[src/rtl/core/stt_pkg.sv]
// Shared types, codes and character helpers for the source text tokenizer.
// No dependencies; every other file in rtl/core imports this package.

package stt_pkg;

  // token kinds
  localparam logic [2:0] KIND_PUNCT       = 3'd0;
  localparam logic [2:0] KIND_ARROW       = 3'd1;
  localparam logic [2:0] KIND_NUMBER      = 3'd2;
  localparam logic [2:0] KIND_STRING      = 3'd3;
  localparam logic [2:0] KIND_NAME        = 3'd4;
  localparam logic [2:0] KIND_KW_FUNCTION = 3'd5;
  localparam logic [2:0] KIND_KW_RETURN   = 3'd6;
  localparam logic [2:0] KIND_UNTERM      = 3'd7;

  // characters of interest
  localparam logic [7:0] CH_NUL       = 8'h00;
  localparam logic [7:0] CH_TAB       = 8'h09;
  localparam logic [7:0] CH_NEWLINE   = 8'h0A;
  localparam logic [7:0] CH_QUOTE     = 8'h22;
  localparam logic [7:0] CH_MINUS     = 8'h2D;
  localparam logic [7:0] CH_GT        = 8'h3E;
  localparam logic [7:0] CH_BACKSLASH = 8'h5C;
  localparam logic [7:0] CH_UNDERSCORE = 8'h5F;
  localparam logic [7:0] CH_LOWER_N   = 8'h6E;
  localparam logic [7:0] CH_LOWER_T   = 8'h74;
  localparam logic [7:0] CH_LOWER_F   = 8'h66;
  localparam logic [7:0] CH_LOWER_R   = 8'h72;

  localparam logic [3:0] LEN_FUNCTION = 4'd8;
  localparam logic [3:0] LEN_RETURN   = 4'd6;
  localparam logic [3:0] LEN_MAX      = 4'd15;

  // bundles held between front and back end
  localparam int QDEPTH = 4;
  localparam int QPTR_W = (QDEPTH > 1) ? $clog2(QDEPTH) : 1;
  localparam int QCNT_W = $clog2(QDEPTH + 1);

  typedef enum logic [5:0] {
    MODE_IDLE  = 6'b000001,
    MODE_MINUS = 6'b000010,
    MODE_NUM   = 6'b000100,
    MODE_NAME  = 6'b001000,
    MODE_STR   = 6'b010000,
    MODE_ESC   = 6'b100000
  } mode_t;

  typedef struct packed {
    logic [2:0] token_kind;
    logic [7:0] text_byte;
    logic       is_text;
    logic       last;
  } event_t;

  // one byte's worth of results: first, optional second
  typedef struct packed {
    event_t first;
    event_t second;
    logic   two;
  } bundle_t;

  function automatic logic is_digit(input logic [7:0] c);
    return (c >= 8'h30) && (c <= 8'h39);
  endfunction

  function automatic logic is_alpha(input logic [7:0] c);
    return ((c >= 8'h61) && (c <= 8'h7A)) || ((c >= 8'h41) && (c <= 8'h5A));
  endfunction

  function automatic logic is_space(input logic [7:0] c);
    return (c == 8'h20) || ((c >= 8'h09) && (c <= 8'h0D));
  endfunction

  function automatic logic is_punct(input logic [7:0] c);
    return (c == 8'h28) || (c == 8'h29) || (c == 8'h7B) || (c == 8'h7D) || (c == 8'h3B);
  endfunction

  function automatic logic [7:0] function_char(input logic [2:0] idx);
    logic [7:0] r;
    case (idx)
      3'd0:    r = 8'h66; // f
      3'd1:    r = 8'h75; // u
      3'd2:    r = 8'h6E; // n
      3'd3:    r = 8'h63; // c
      3'd4:    r = 8'h74; // t
      3'd5:    r = 8'h69; // i
      3'd6:    r = 8'h6F; // o
      default: r = 8'h6E; // n
    endcase
    return r;
  endfunction

  function automatic logic [7:0] return_char(input logic [2:0] idx);
    logic [7:0] r;
    case (idx)
      3'd0:    r = 8'h72; // r
      3'd1:    r = 8'h65; // e
      3'd2:    r = 8'h74; // t
      3'd3:    r = 8'h75; // u
      3'd4:    r = 8'h72; // r
      3'd5:    r = 8'h6E; // n
      default: r = CH_NUL;
    endcase
    return r;
  endfunction

endpackage

[src/rtl/core/stt_front.sv]
// Front end: accepts source bytes, holds the lexer state and classifies
// each byte into a bundle of zero, one or two token events. Uses stt_pkg.

module stt_front import stt_pkg::*; (
  input  logic       clk,
  input  logic       rst,
  input  logic       in_valid,
  output logic       in_ready,
  input  logic [7:0] byte_in,
  input  logic       end_of_input,
  input  logic       q_full,
  output logic       q_push,
  output bundle_t    q_data
);

  mode_t      mode, mode_next;
  logic [3:0] match_index, match_index_next;
  logic       function_alive, function_alive_next;
  logic       return_alive, return_alive_next;

  logic       accept;
  logic       ev_a_valid, ev_b_valid, do_idle;
  event_t     ev_a;
  mode_t      idle_mode;
  logic       idle_ev_valid;
  event_t     idle_ev;
  logic       alnum;
  logic [2:0] name_kind;

  assign in_ready = !q_full;
  assign accept   = in_valid && in_ready;
  assign alnum    = is_alpha(byte_in) || is_digit(byte_in) || (byte_in == CH_UNDERSCORE);

  always_comb begin
    if (function_alive && (match_index == LEN_FUNCTION))
      name_kind = KIND_KW_FUNCTION;
    else if (return_alive && (match_index == LEN_RETURN))
      name_kind = KIND_KW_RETURN;
    else
      name_kind = KIND_NAME;
  end

  // what an idle lexer does with this byte
  always_comb begin
    idle_mode     = MODE_IDLE;
    idle_ev_valid = 1'b0;
    idle_ev       = '{token_kind: KIND_PUNCT, text_byte: byte_in, is_text: 1'b0, last: 1'b0};
    if (is_space(byte_in)) begin
      idle_mode = MODE_IDLE;
    end else if (byte_in == CH_MINUS) begin
      idle_mode = MODE_MINUS;
    end else if (is_punct(byte_in)) begin
      idle_ev_valid = 1'b1;
    end else if (is_digit(byte_in)) begin
      idle_mode          = MODE_NUM;
      idle_ev_valid      = 1'b1;
      idle_ev.token_kind = KIND_NUMBER;
      idle_ev.is_text    = 1'b1;
    end else if (byte_in == CH_QUOTE) begin
      idle_mode = MODE_STR;
    end else if (is_alpha(byte_in) || (byte_in == CH_UNDERSCORE)) begin
      idle_mode          = MODE_NAME;
      idle_ev_valid      = 1'b1;
      idle_ev.token_kind = KIND_NAME;
      idle_ev.is_text    = 1'b1;
    end
  end

  always_comb begin
    mode_next           = mode;
    match_index_next    = match_index;
    function_alive_next = function_alive;
    return_alive_next   = return_alive;
    ev_a_valid          = 1'b0;
    ev_a                = '{token_kind: KIND_PUNCT, text_byte: CH_NUL, is_text: 1'b0, last: 1'b0};
    do_idle             = 1'b0;

    if (end_of_input) begin
      ev_a_valid = 1'b1;
      case (mode)
        MODE_MINUS: ev_a.text_byte = CH_MINUS;
        MODE_NUM:   ev_a.token_kind = KIND_NUMBER;
        MODE_NAME:  ev_a.token_kind = name_kind;
        MODE_STR,
        MODE_ESC:   ev_a.token_kind = KIND_UNTERM;
        default:    ev_a_valid = 1'b0;
      endcase
      mode_next           = MODE_IDLE;
      match_index_next    = '0;
      function_alive_next = 1'b0;
      return_alive_next   = 1'b0;
    end else begin
      case (mode)
        MODE_MINUS: begin
          ev_a_valid = 1'b1;
          if (byte_in == CH_GT) begin
            ev_a.token_kind = KIND_ARROW;
            mode_next       = MODE_IDLE;
          end else begin
            ev_a.text_byte = CH_MINUS;
            do_idle        = 1'b1;
          end
        end
        MODE_NUM: begin
          ev_a_valid      = 1'b1;
          ev_a.token_kind = KIND_NUMBER;
          if (is_digit(byte_in)) begin
            ev_a.text_byte = byte_in;
            ev_a.is_text   = 1'b1;
          end else begin
            do_idle = 1'b1;
          end
        end
        MODE_NAME: begin
          ev_a_valid = 1'b1;
          if (alnum) begin
            ev_a.token_kind     = KIND_NAME;
            ev_a.text_byte      = byte_in;
            ev_a.is_text        = 1'b1;
            function_alive_next = function_alive && (match_index < LEN_FUNCTION) &&
                                  (function_char(match_index[2:0]) == byte_in);
            return_alive_next   = return_alive && (match_index < LEN_RETURN) &&
                                  (return_char(match_index[2:0]) == byte_in);
            if (match_index != LEN_MAX)
              match_index_next = match_index + 4'd1;
          end else begin
            ev_a.token_kind = name_kind;
            do_idle         = 1'b1;
          end
        end
        MODE_STR: begin
          ev_a.token_kind = KIND_STRING;
          if (byte_in == CH_QUOTE) begin
            ev_a_valid = 1'b1;
            mode_next  = MODE_IDLE;
          end else if (byte_in == CH_BACKSLASH) begin
            mode_next = MODE_ESC;
          end else begin
            ev_a_valid     = 1'b1;
            ev_a.text_byte = byte_in;
            ev_a.is_text   = 1'b1;
          end
        end
        MODE_ESC: begin
          mode_next       = MODE_STR;
          ev_a.token_kind = KIND_STRING;
          ev_a.is_text    = 1'b1;
          if (byte_in == CH_LOWER_N) begin
            ev_a_valid     = 1'b1;
            ev_a.text_byte = CH_NEWLINE;
          end else if (byte_in == CH_LOWER_T) begin
            ev_a_valid     = 1'b1;
            ev_a.text_byte = CH_TAB;
          end else if (byte_in == CH_QUOTE) begin
            ev_a_valid     = 1'b1;
            ev_a.text_byte = CH_QUOTE;
          end
        end
        default: do_idle = 1'b1;
      endcase

      if (do_idle) begin
        mode_next = idle_mode;
        if (idle_mode == MODE_NAME) begin
          // first name character: only f or r can still lead to a keyword
          match_index_next    = 4'd1;
          function_alive_next = (byte_in == CH_LOWER_F);
          return_alive_next   = (byte_in == CH_LOWER_R);
        end
      end
    end
  end

  assign ev_b_valid = do_idle && idle_ev_valid;

  always_comb begin
    q_data = '0;
    if (ev_a_valid) begin
      q_data.first      = ev_a;
      q_data.first.last = !ev_b_valid;
      q_data.second     = idle_ev;
      q_data.second.last = 1'b1;
      q_data.two        = ev_b_valid;
    end else begin
      q_data.first      = idle_ev;
      q_data.first.last = 1'b1;
      q_data.second     = idle_ev;
      q_data.two        = 1'b0;
    end
  end

  assign q_push = accept && (ev_a_valid || ev_b_valid);

  always_ff @(posedge clk) begin
    if (rst) begin
      mode           <= MODE_IDLE;
      match_index    <= '0;
      function_alive <= 1'b0;
      return_alive   <= 1'b0;
    end else if (accept) begin
      mode           <= mode_next;
      match_index    <= match_index_next;
      function_alive <= function_alive_next;
      return_alive   <= return_alive_next;
    end
  end

endmodule

[src/rtl/core/stt_queue.sv]
// Short queue of result bundles between front and back end.
// Depth from stt_pkg::QDEPTH; uses bundle_t from stt_pkg.

module stt_queue import stt_pkg::*; (
  input  logic    clk,
  input  logic    rst,
  input  logic    push,
  input  bundle_t push_data,
  output logic    full,
  input  logic    pop,
  output bundle_t pop_data,
  output logic    empty
);

  bundle_t             slots [QDEPTH];
  logic [QPTR_W-1:0]   wr_ptr, rd_ptr;
  logic [QCNT_W-1:0]   count;
  logic                do_push, do_pop;

  assign full     = (count == QCNT_W'(QDEPTH));
  assign empty    = (count == '0);
  assign do_push  = push && !full;
  assign do_pop   = pop && !empty;
  assign pop_data = slots[rd_ptr];

  function automatic logic [QPTR_W-1:0] ptr_inc(input logic [QPTR_W-1:0] p);
    return (p == QPTR_W'(QDEPTH - 1)) ? '0 : p + QPTR_W'(1);
  endfunction

  always_ff @(posedge clk) begin
    if (do_push)
      slots[wr_ptr] <= push_data;
  end

  always_ff @(posedge clk) begin
    if (rst) begin
      wr_ptr <= '0;
      rd_ptr <= '0;
      count  <= '0;
    end else begin
      if (do_push)
        wr_ptr <= ptr_inc(wr_ptr);
      if (do_pop)
        rd_ptr <= ptr_inc(rd_ptr);
      if (do_push && !do_pop)
        count <= count + QCNT_W'(1);
      else if (do_pop && !do_push)
        count <= count - QCNT_W'(1);
    end
  end

endmodule

[src/rtl/core/stt_back.sv]
// Back end: takes bundles from the queue and sends their events one word
// at a time through a registered output. Uses stt_pkg.

module stt_back import stt_pkg::*; (
  input  logic       clk,
  input  logic       rst,
  input  logic       q_empty,
  input  bundle_t    q_data,
  output logic       q_pop,
  output logic       out_valid,
  input  logic       out_ready,
  output logic [2:0] token_kind,
  output logic [7:0] text_byte,
  output logic       is_text,
  output logic       last
);

  event_t out_ev;
  event_t pend_ev;
  logic   pend_valid;
  logic   slot_free;

  assign slot_free = !out_valid || out_ready;
  assign q_pop     = slot_free && !pend_valid && !q_empty;

  always_ff @(posedge clk) begin
    if (rst) begin
      out_valid  <= 1'b0;
      pend_valid <= 1'b0;
    end else if (slot_free) begin
      if (pend_valid) begin
        out_valid  <= 1'b1;
        pend_valid <= 1'b0;
      end else begin
        out_valid  <= !q_empty;
        pend_valid <= !q_empty && q_data.two;
      end
    end
  end

  // payload, no reset
  always_ff @(posedge clk) begin
    if (slot_free) begin
      if (pend_valid) begin
        out_ev <= pend_ev;
      end else if (!q_empty) begin
        out_ev  <= q_data.first;
        pend_ev <= q_data.second;
      end
    end
  end

  assign token_kind = out_ev.token_kind;
  assign text_byte  = out_ev.text_byte;
  assign is_text    = out_ev.is_text;
  assign last       = out_ev.last;

endmodule

[src/rtl/core/source_text_tokenizer_top.sv]
// Top level of the source text tokenizer: front end, bundle queue, back end.
// Depends on stt_pkg, stt_front, stt_queue and stt_back.

// Takes one source byte per cycle and streams token events: text words with
// is_text set while a number, name or string is open, then a closing word that
// carries the final kind (punctuation characters appear on the closing word).
// A byte that ends one token and starts another gives two words, and the output
// register sends one word per cycle while out_ready is high, so a four-bundle
// queue between the classifier and the output absorbs such extra words, and
// input ready drops only when that queue is full. Bytes that give no word push
// nothing into the queue. An accepted byte's first word passes a queue slot
// and then the output register. last marks the final word caused by each byte.

module source_text_tokenizer_top import stt_pkg::*; (
  input  logic       clk,
  input  logic       rst,
  input  logic       in_valid,
  output logic       in_ready,
  input  logic [7:0] byte_in,
  input  logic       end_of_input,
  output logic       out_valid,
  input  logic       out_ready,
  output logic [2:0] token_kind,
  output logic [7:0] text_byte,
  output logic       is_text,
  output logic       last
);

  bundle_t push_data, pop_data;
  logic    push, pop, full, empty;

  stt_front u_front (
    .clk          (clk),
    .rst          (rst),
    .in_valid     (in_valid),
    .in_ready     (in_ready),
    .byte_in      (byte_in),
    .end_of_input (end_of_input),
    .q_full       (full),
    .q_push       (push),
    .q_data       (push_data)
  );

  stt_queue u_queue (
    .clk       (clk),
    .rst       (rst),
    .push      (push),
    .push_data (push_data),
    .full      (full),
    .pop       (pop),
    .pop_data  (pop_data),
    .empty     (empty)
  );

  stt_back u_back (
    .clk        (clk),
    .rst        (rst),
    .q_empty    (empty),
    .q_data     (pop_data),
    .q_pop      (pop),
    .out_valid  (out_valid),
    .out_ready  (out_ready),
    .token_kind (token_kind),
    .text_byte  (text_byte),
    .is_text    (is_text),
    .last       (last)
  );

endmodule

[config.mk]
export PLATFORM = sky130hd
export DESIGN_NAME = source_text_tokenizer_top
export DESIGN_NICKNAME = d
export VERILOG_FILES = /design/src/rtl/core/stt_pkg.sv /design/src/rtl/core/stt_front.sv /design/src/rtl/core/stt_queue.sv /design/src/rtl/core/stt_back.sv /design/src/rtl/core/source_text_tokenizer_top.sv
export SDC_FILE = /design/constraint.sdc
export NUM_CORES = 1
export LEC_CHECK = 0
export BUFFER_PORTS_ARGS = -buffer_cell sky130_fd_sc_hd__buf_4
export CAP_MARGIN = 20
export CORE_MARGIN = 8
export CORE_UTILIZATION = 25
export CTS_CLUSTER_SIZE = 28
export DETAILED_ROUTE_END_ITERATION = 6
export SYNTH_ARGS = -nofsm -noshare
export SYNTH_HDL_FRONTEND = slang
export SYNTH_SLANG_ARGS = --single-unit
export TNS_END_PERCENT = 100
[constraint.sdc]
create_clock -name clk -period 4.6 [get_ports clk]
set_input_delay 0.92 -clock clk [delete_from_list [all_inputs] [get_ports clk]]
set_output_delay 0.92 -clock clk [all_outputs]
set_load 0.1 [all_outputs]
==> key figures <==
Run status
  • Status: finished, final reports clean

STA
  • Max-slew violations: 0
  • Worst slew pin tran: between 900 and 1000 ps
  • Period utilization: 79.84%
  • Final worst path period need: approximately 3700 ps
  • Clock Skew: 8.052 ps
  • F_max: 0.2723 GHz
  • RSZ-0062 raised after global routing: false
  • Final setup viols: 0
  • Fin. Hold Viols: 0
  • Worst relative slew slack: 33.94%
  • Fin Setup TNS: 0 ps
  • Final worst slack: roughly 930 ps

Route
  • Total number of vias: 4307
  • Avg Vias per Cell: about 4.7
  • Initial DRC count: ~340
  • Pre-Repair DR Iteration Count: 5
  • Post-DR wirelength/cell: roughly 17 um
  • Post-route DRC: 0
  • Final WL: 15740 um
  • Post-DRT Antenna Nets: 0

Clock tree
  • CTS Buf Count: 17
  • Post-CTS Setup Inserts: 0
  • Reg clk slew, reported paths: approximately 60 ps
  • Maximum root-to-sink buffer count: 2
  • Clk_lat worst skew: 420 ps
  • Clock Root Buffer: clkbuf_16
  • Sink Count: 152
  • Gates resized, CTS repair: 0
  • CTS tree: built
  • Hold bufs inserted after CTS: 0
  • H-tree Lvls: 4

Setup path
  • Crit path cell chain: buf_4 > or3_4 > nor3_4 > a21oi_1 > a41o_1 > a21oi_2 > ha_1 > inv_1 > fa_1 > xor2_1 > or3_1 > a21oi_1
  • Worst r2r src: u_front.mode[2]
  • Reg-to-reg endpoint: u_queue.count[2]
  • Critical Path End Type: flop
  • FF-to-FF setup slack: 930 ps
  • Startpoint types: primary input
  • Critical path data required time: 4950 ps
  • Crit path from: byte_in[2]
  • Critical Path Stages: 12
  • WS Path Type: in -> reg
  • Crit Path Max Fanout: 19
  • Most frequent CP cell: a21oi_1
  • R2R depth: 12
  • Critical path buffers and inverters: 2
  • Critical Path AT: 4020 ps
  • Crit path largest cell delay: 430 ps
  • Worst path top cell family by delay: simple AND/OR/NAND/NOR gates
  • CP endpoint: u_queue.count[2]
  • CP max stage cell: fa_1

Placed design
  • Dpl hpwl: 10420 um
  • Port buffer count: 27
  • Dpl ws: 516.1 ps
  • GP Congestion: 0.9012
  • Cell total after placement: between 800 and 900

Flow run
  • Max-cap check violation count: 0

GRT
  • Number of global-route vias before repair: 4347
  • Pin count of the biggest net entering global routing: 27
  • First-pass GRT wire length: 25090 um
  • Grt met3 use: 2.678%
  • GRT Util Overall: 9.639%
  • Grt total ovfl: 0
  • Global routing's busiest layer: met2
  • Met1 Use GR: about an eighth
  • Initial antenna violation count: 0
  • M2 GR Usage: 15.52%

Power
  • Static leakage: 2.731 nW
  • Sequential share of power: 40.9%
  • Internal power: 3.000 mW
  • Clock share of power: between 30% and 40%
  • Switching pwr: 1.549 mW
  • Power per standard cell area: 550.5 nW/um2
  • Worst IR drop on VDD: 0.0002130 V
  • Switching Share: roughly a third
  • Logic pwr share: ~28%

Synthesis
  • EDFF count, synth: 129
  • Yosys cell types: 67
  • Synthesized net count: 534
  • Sequential cell area fraction in the yosys report: 61.29%
  • Async set or reset register ratio after synthesis: 0%
  • Top cell type's share of synthesized area: a little over half
  • Ranking of synthesized cells by instance count: edfxtp_1 (129), nor2_1 (38), mux4_2 (26), a21oi_1 (25), dfxtp_1 (23)
  • Gate Count Post-Synth: ~500
  • Syn_area_per_cell: around 14 um2
  • Leading area contributor after synthesis: edfxtp_1
  • Top_reg_cell synth: edfxtp_1
  • Most frequent cell after synthesis: edfxtp_1
  • Yosys warns: 0
  • Cell Area, Synth: 7072 um2
  • Synthesis-stage register bit count: 152
  • Top cells by area, synth: edfxtp_1 (55%), mux4_2 (8.3%), dfxtp_1 (6.5%)

Cells and area
  • Area growth from synthesis to final layout: 16.86%
  • Nets: 560
  • Non-Filler Instances: 925
  • Layout cell share with drive strength beyond 1: approximately a fifth
  • Final core occ: between 20% and 30%
  • Number of inserted diodes: 0
  • Filler cells: 2757

Floorplanning
  • Ports: 28
  • Chip width: around 180 um
  • Starting Density: 25.39%
  • Die Y-Extent: 184.2 um
  • Num rows: between 60 and 70
  • Die footprint: 33920 um2
  • Core footprint: approximately 28000 um2

Worst hold path
  • Worst hold path type: reg -> reg
-- worst min-delay path, delay by kind of cell (launching register included) --
family           cells  cell delay (ps)
AND/OR/NAND/NOR      1               70
flip-flops           1              330
multiplexers         1               50
-- flip-flops by register name (all words and copies together) (netlist names), 2 cells and up, named ones only --
name                 count
u_queue.count            3
u_back.pend_ev          12
u_front.match_index      4
u_back.token_kind        3
u_back.text_byte         8
u_front.mode             6
u_queue.rd_ptr           2
u_queue.wr_ptr           2
u_queue.slots          104
-- metrics by stage --
stage          hold slack, ps  power [mW]  cell area (um2)
6_report                510.0       4.549             8264
4_1_cts                 514.8       4.617             8264
3_3_place_gp            488.5       3.198             7662
5_1_grt                 527.1       4.749             8264
2_1_floorplan           473.1       2.861             7072
3_5_place_dp            500.1       3.201             7662
-- worst min path at each step --
stage                                       from                endpoint  slack (ps)  cells after the start
after global placement    u_front.function_alive  u_front.function_alive         490                      1
after CTS                 u_front.function_alive  u_front.function_alive         510                      1
final                          u_queue.wr_ptr[1]       u_queue.wr_ptr[1]         510                      2
after detailed placement  u_front.function_alive  u_front.function_alive         500                      1
after global routing      u_front.function_alive  u_front.function_alive         530                      1
after floorplan           u_front.function_alive  u_front.function_alive         470                      1
-- layout make-up --
type                            instances  area (um2)  share of cell area, %
Clock buffer                           18       429.2                  5.193
Clock inverter                         14       172.7                  2.089
Inverter                               15       56.30                 0.6813
Multi-Input combinational cell        313        2535                  30.67
Sequential cell                       152        4335                  52.46
Tap cell                              378       473.0                  5.723
Timing Repair Buffer                   35       262.8                  3.179
-- layout by cell type (no fill, tap or decap), types with 6 or more instances in the layout --
| cell | n |
|---|---|
| mux2_2 | 13 |
| buf_4 | 35 |
| a21oi_1 | 25 |
| mux4_2 | 26 |
| edfxtp_1 | 129 |
| clkbuf_16 | 17 |
| nand2b_1 | 6 |
| xor2_1 | 6 |
| o31ai_1 | 6 |
| nor2b_1 | 9 |
| inv_1 | 14 |
| ha_1 | 12 |
| nand3_1 | 13 |
| dfxtp_1 | 22 |
| nor4_1 | 9 |
| nand2_1 | 21 |
| nor3_1 | 14 |
| and2_1 | 7 |
| nor2_1 | 38 |
| o21ai_0 | 15 |
-- power by group through the flow --
stage	Combinational (mW)	Sequential (mW)	Clock [mW]
floorplan	0.589	2.27	0
global placement	1.29	1.91	0
detailed placement	1.30	1.90	0
CTS	1.30	1.87	1.44
global route	1.36	1.90	1.49
finish	1.28	1.86	1.41
-- cells by family (layout without fill, tap and decap cells) --
logic type	after synthesis	in the layout	synth area share, %
simple gates	158	158	12.37
flops	152	152	61.29
compound gates	90	90	8.900
buf+inv	43	82	3.025
mux	42	42	10.77
fa+ha+maj	13	13	2.406
xor+xnor	10	10	1.238
-- per-layer routing --
metal	vias to the layer above	share of wire (%)
met4	0	1.5
li1	2039	-
met1	2146	46
met5	-	0
met3	17	4.5
met2	105	48
Power figures use the tool's default switching activity.
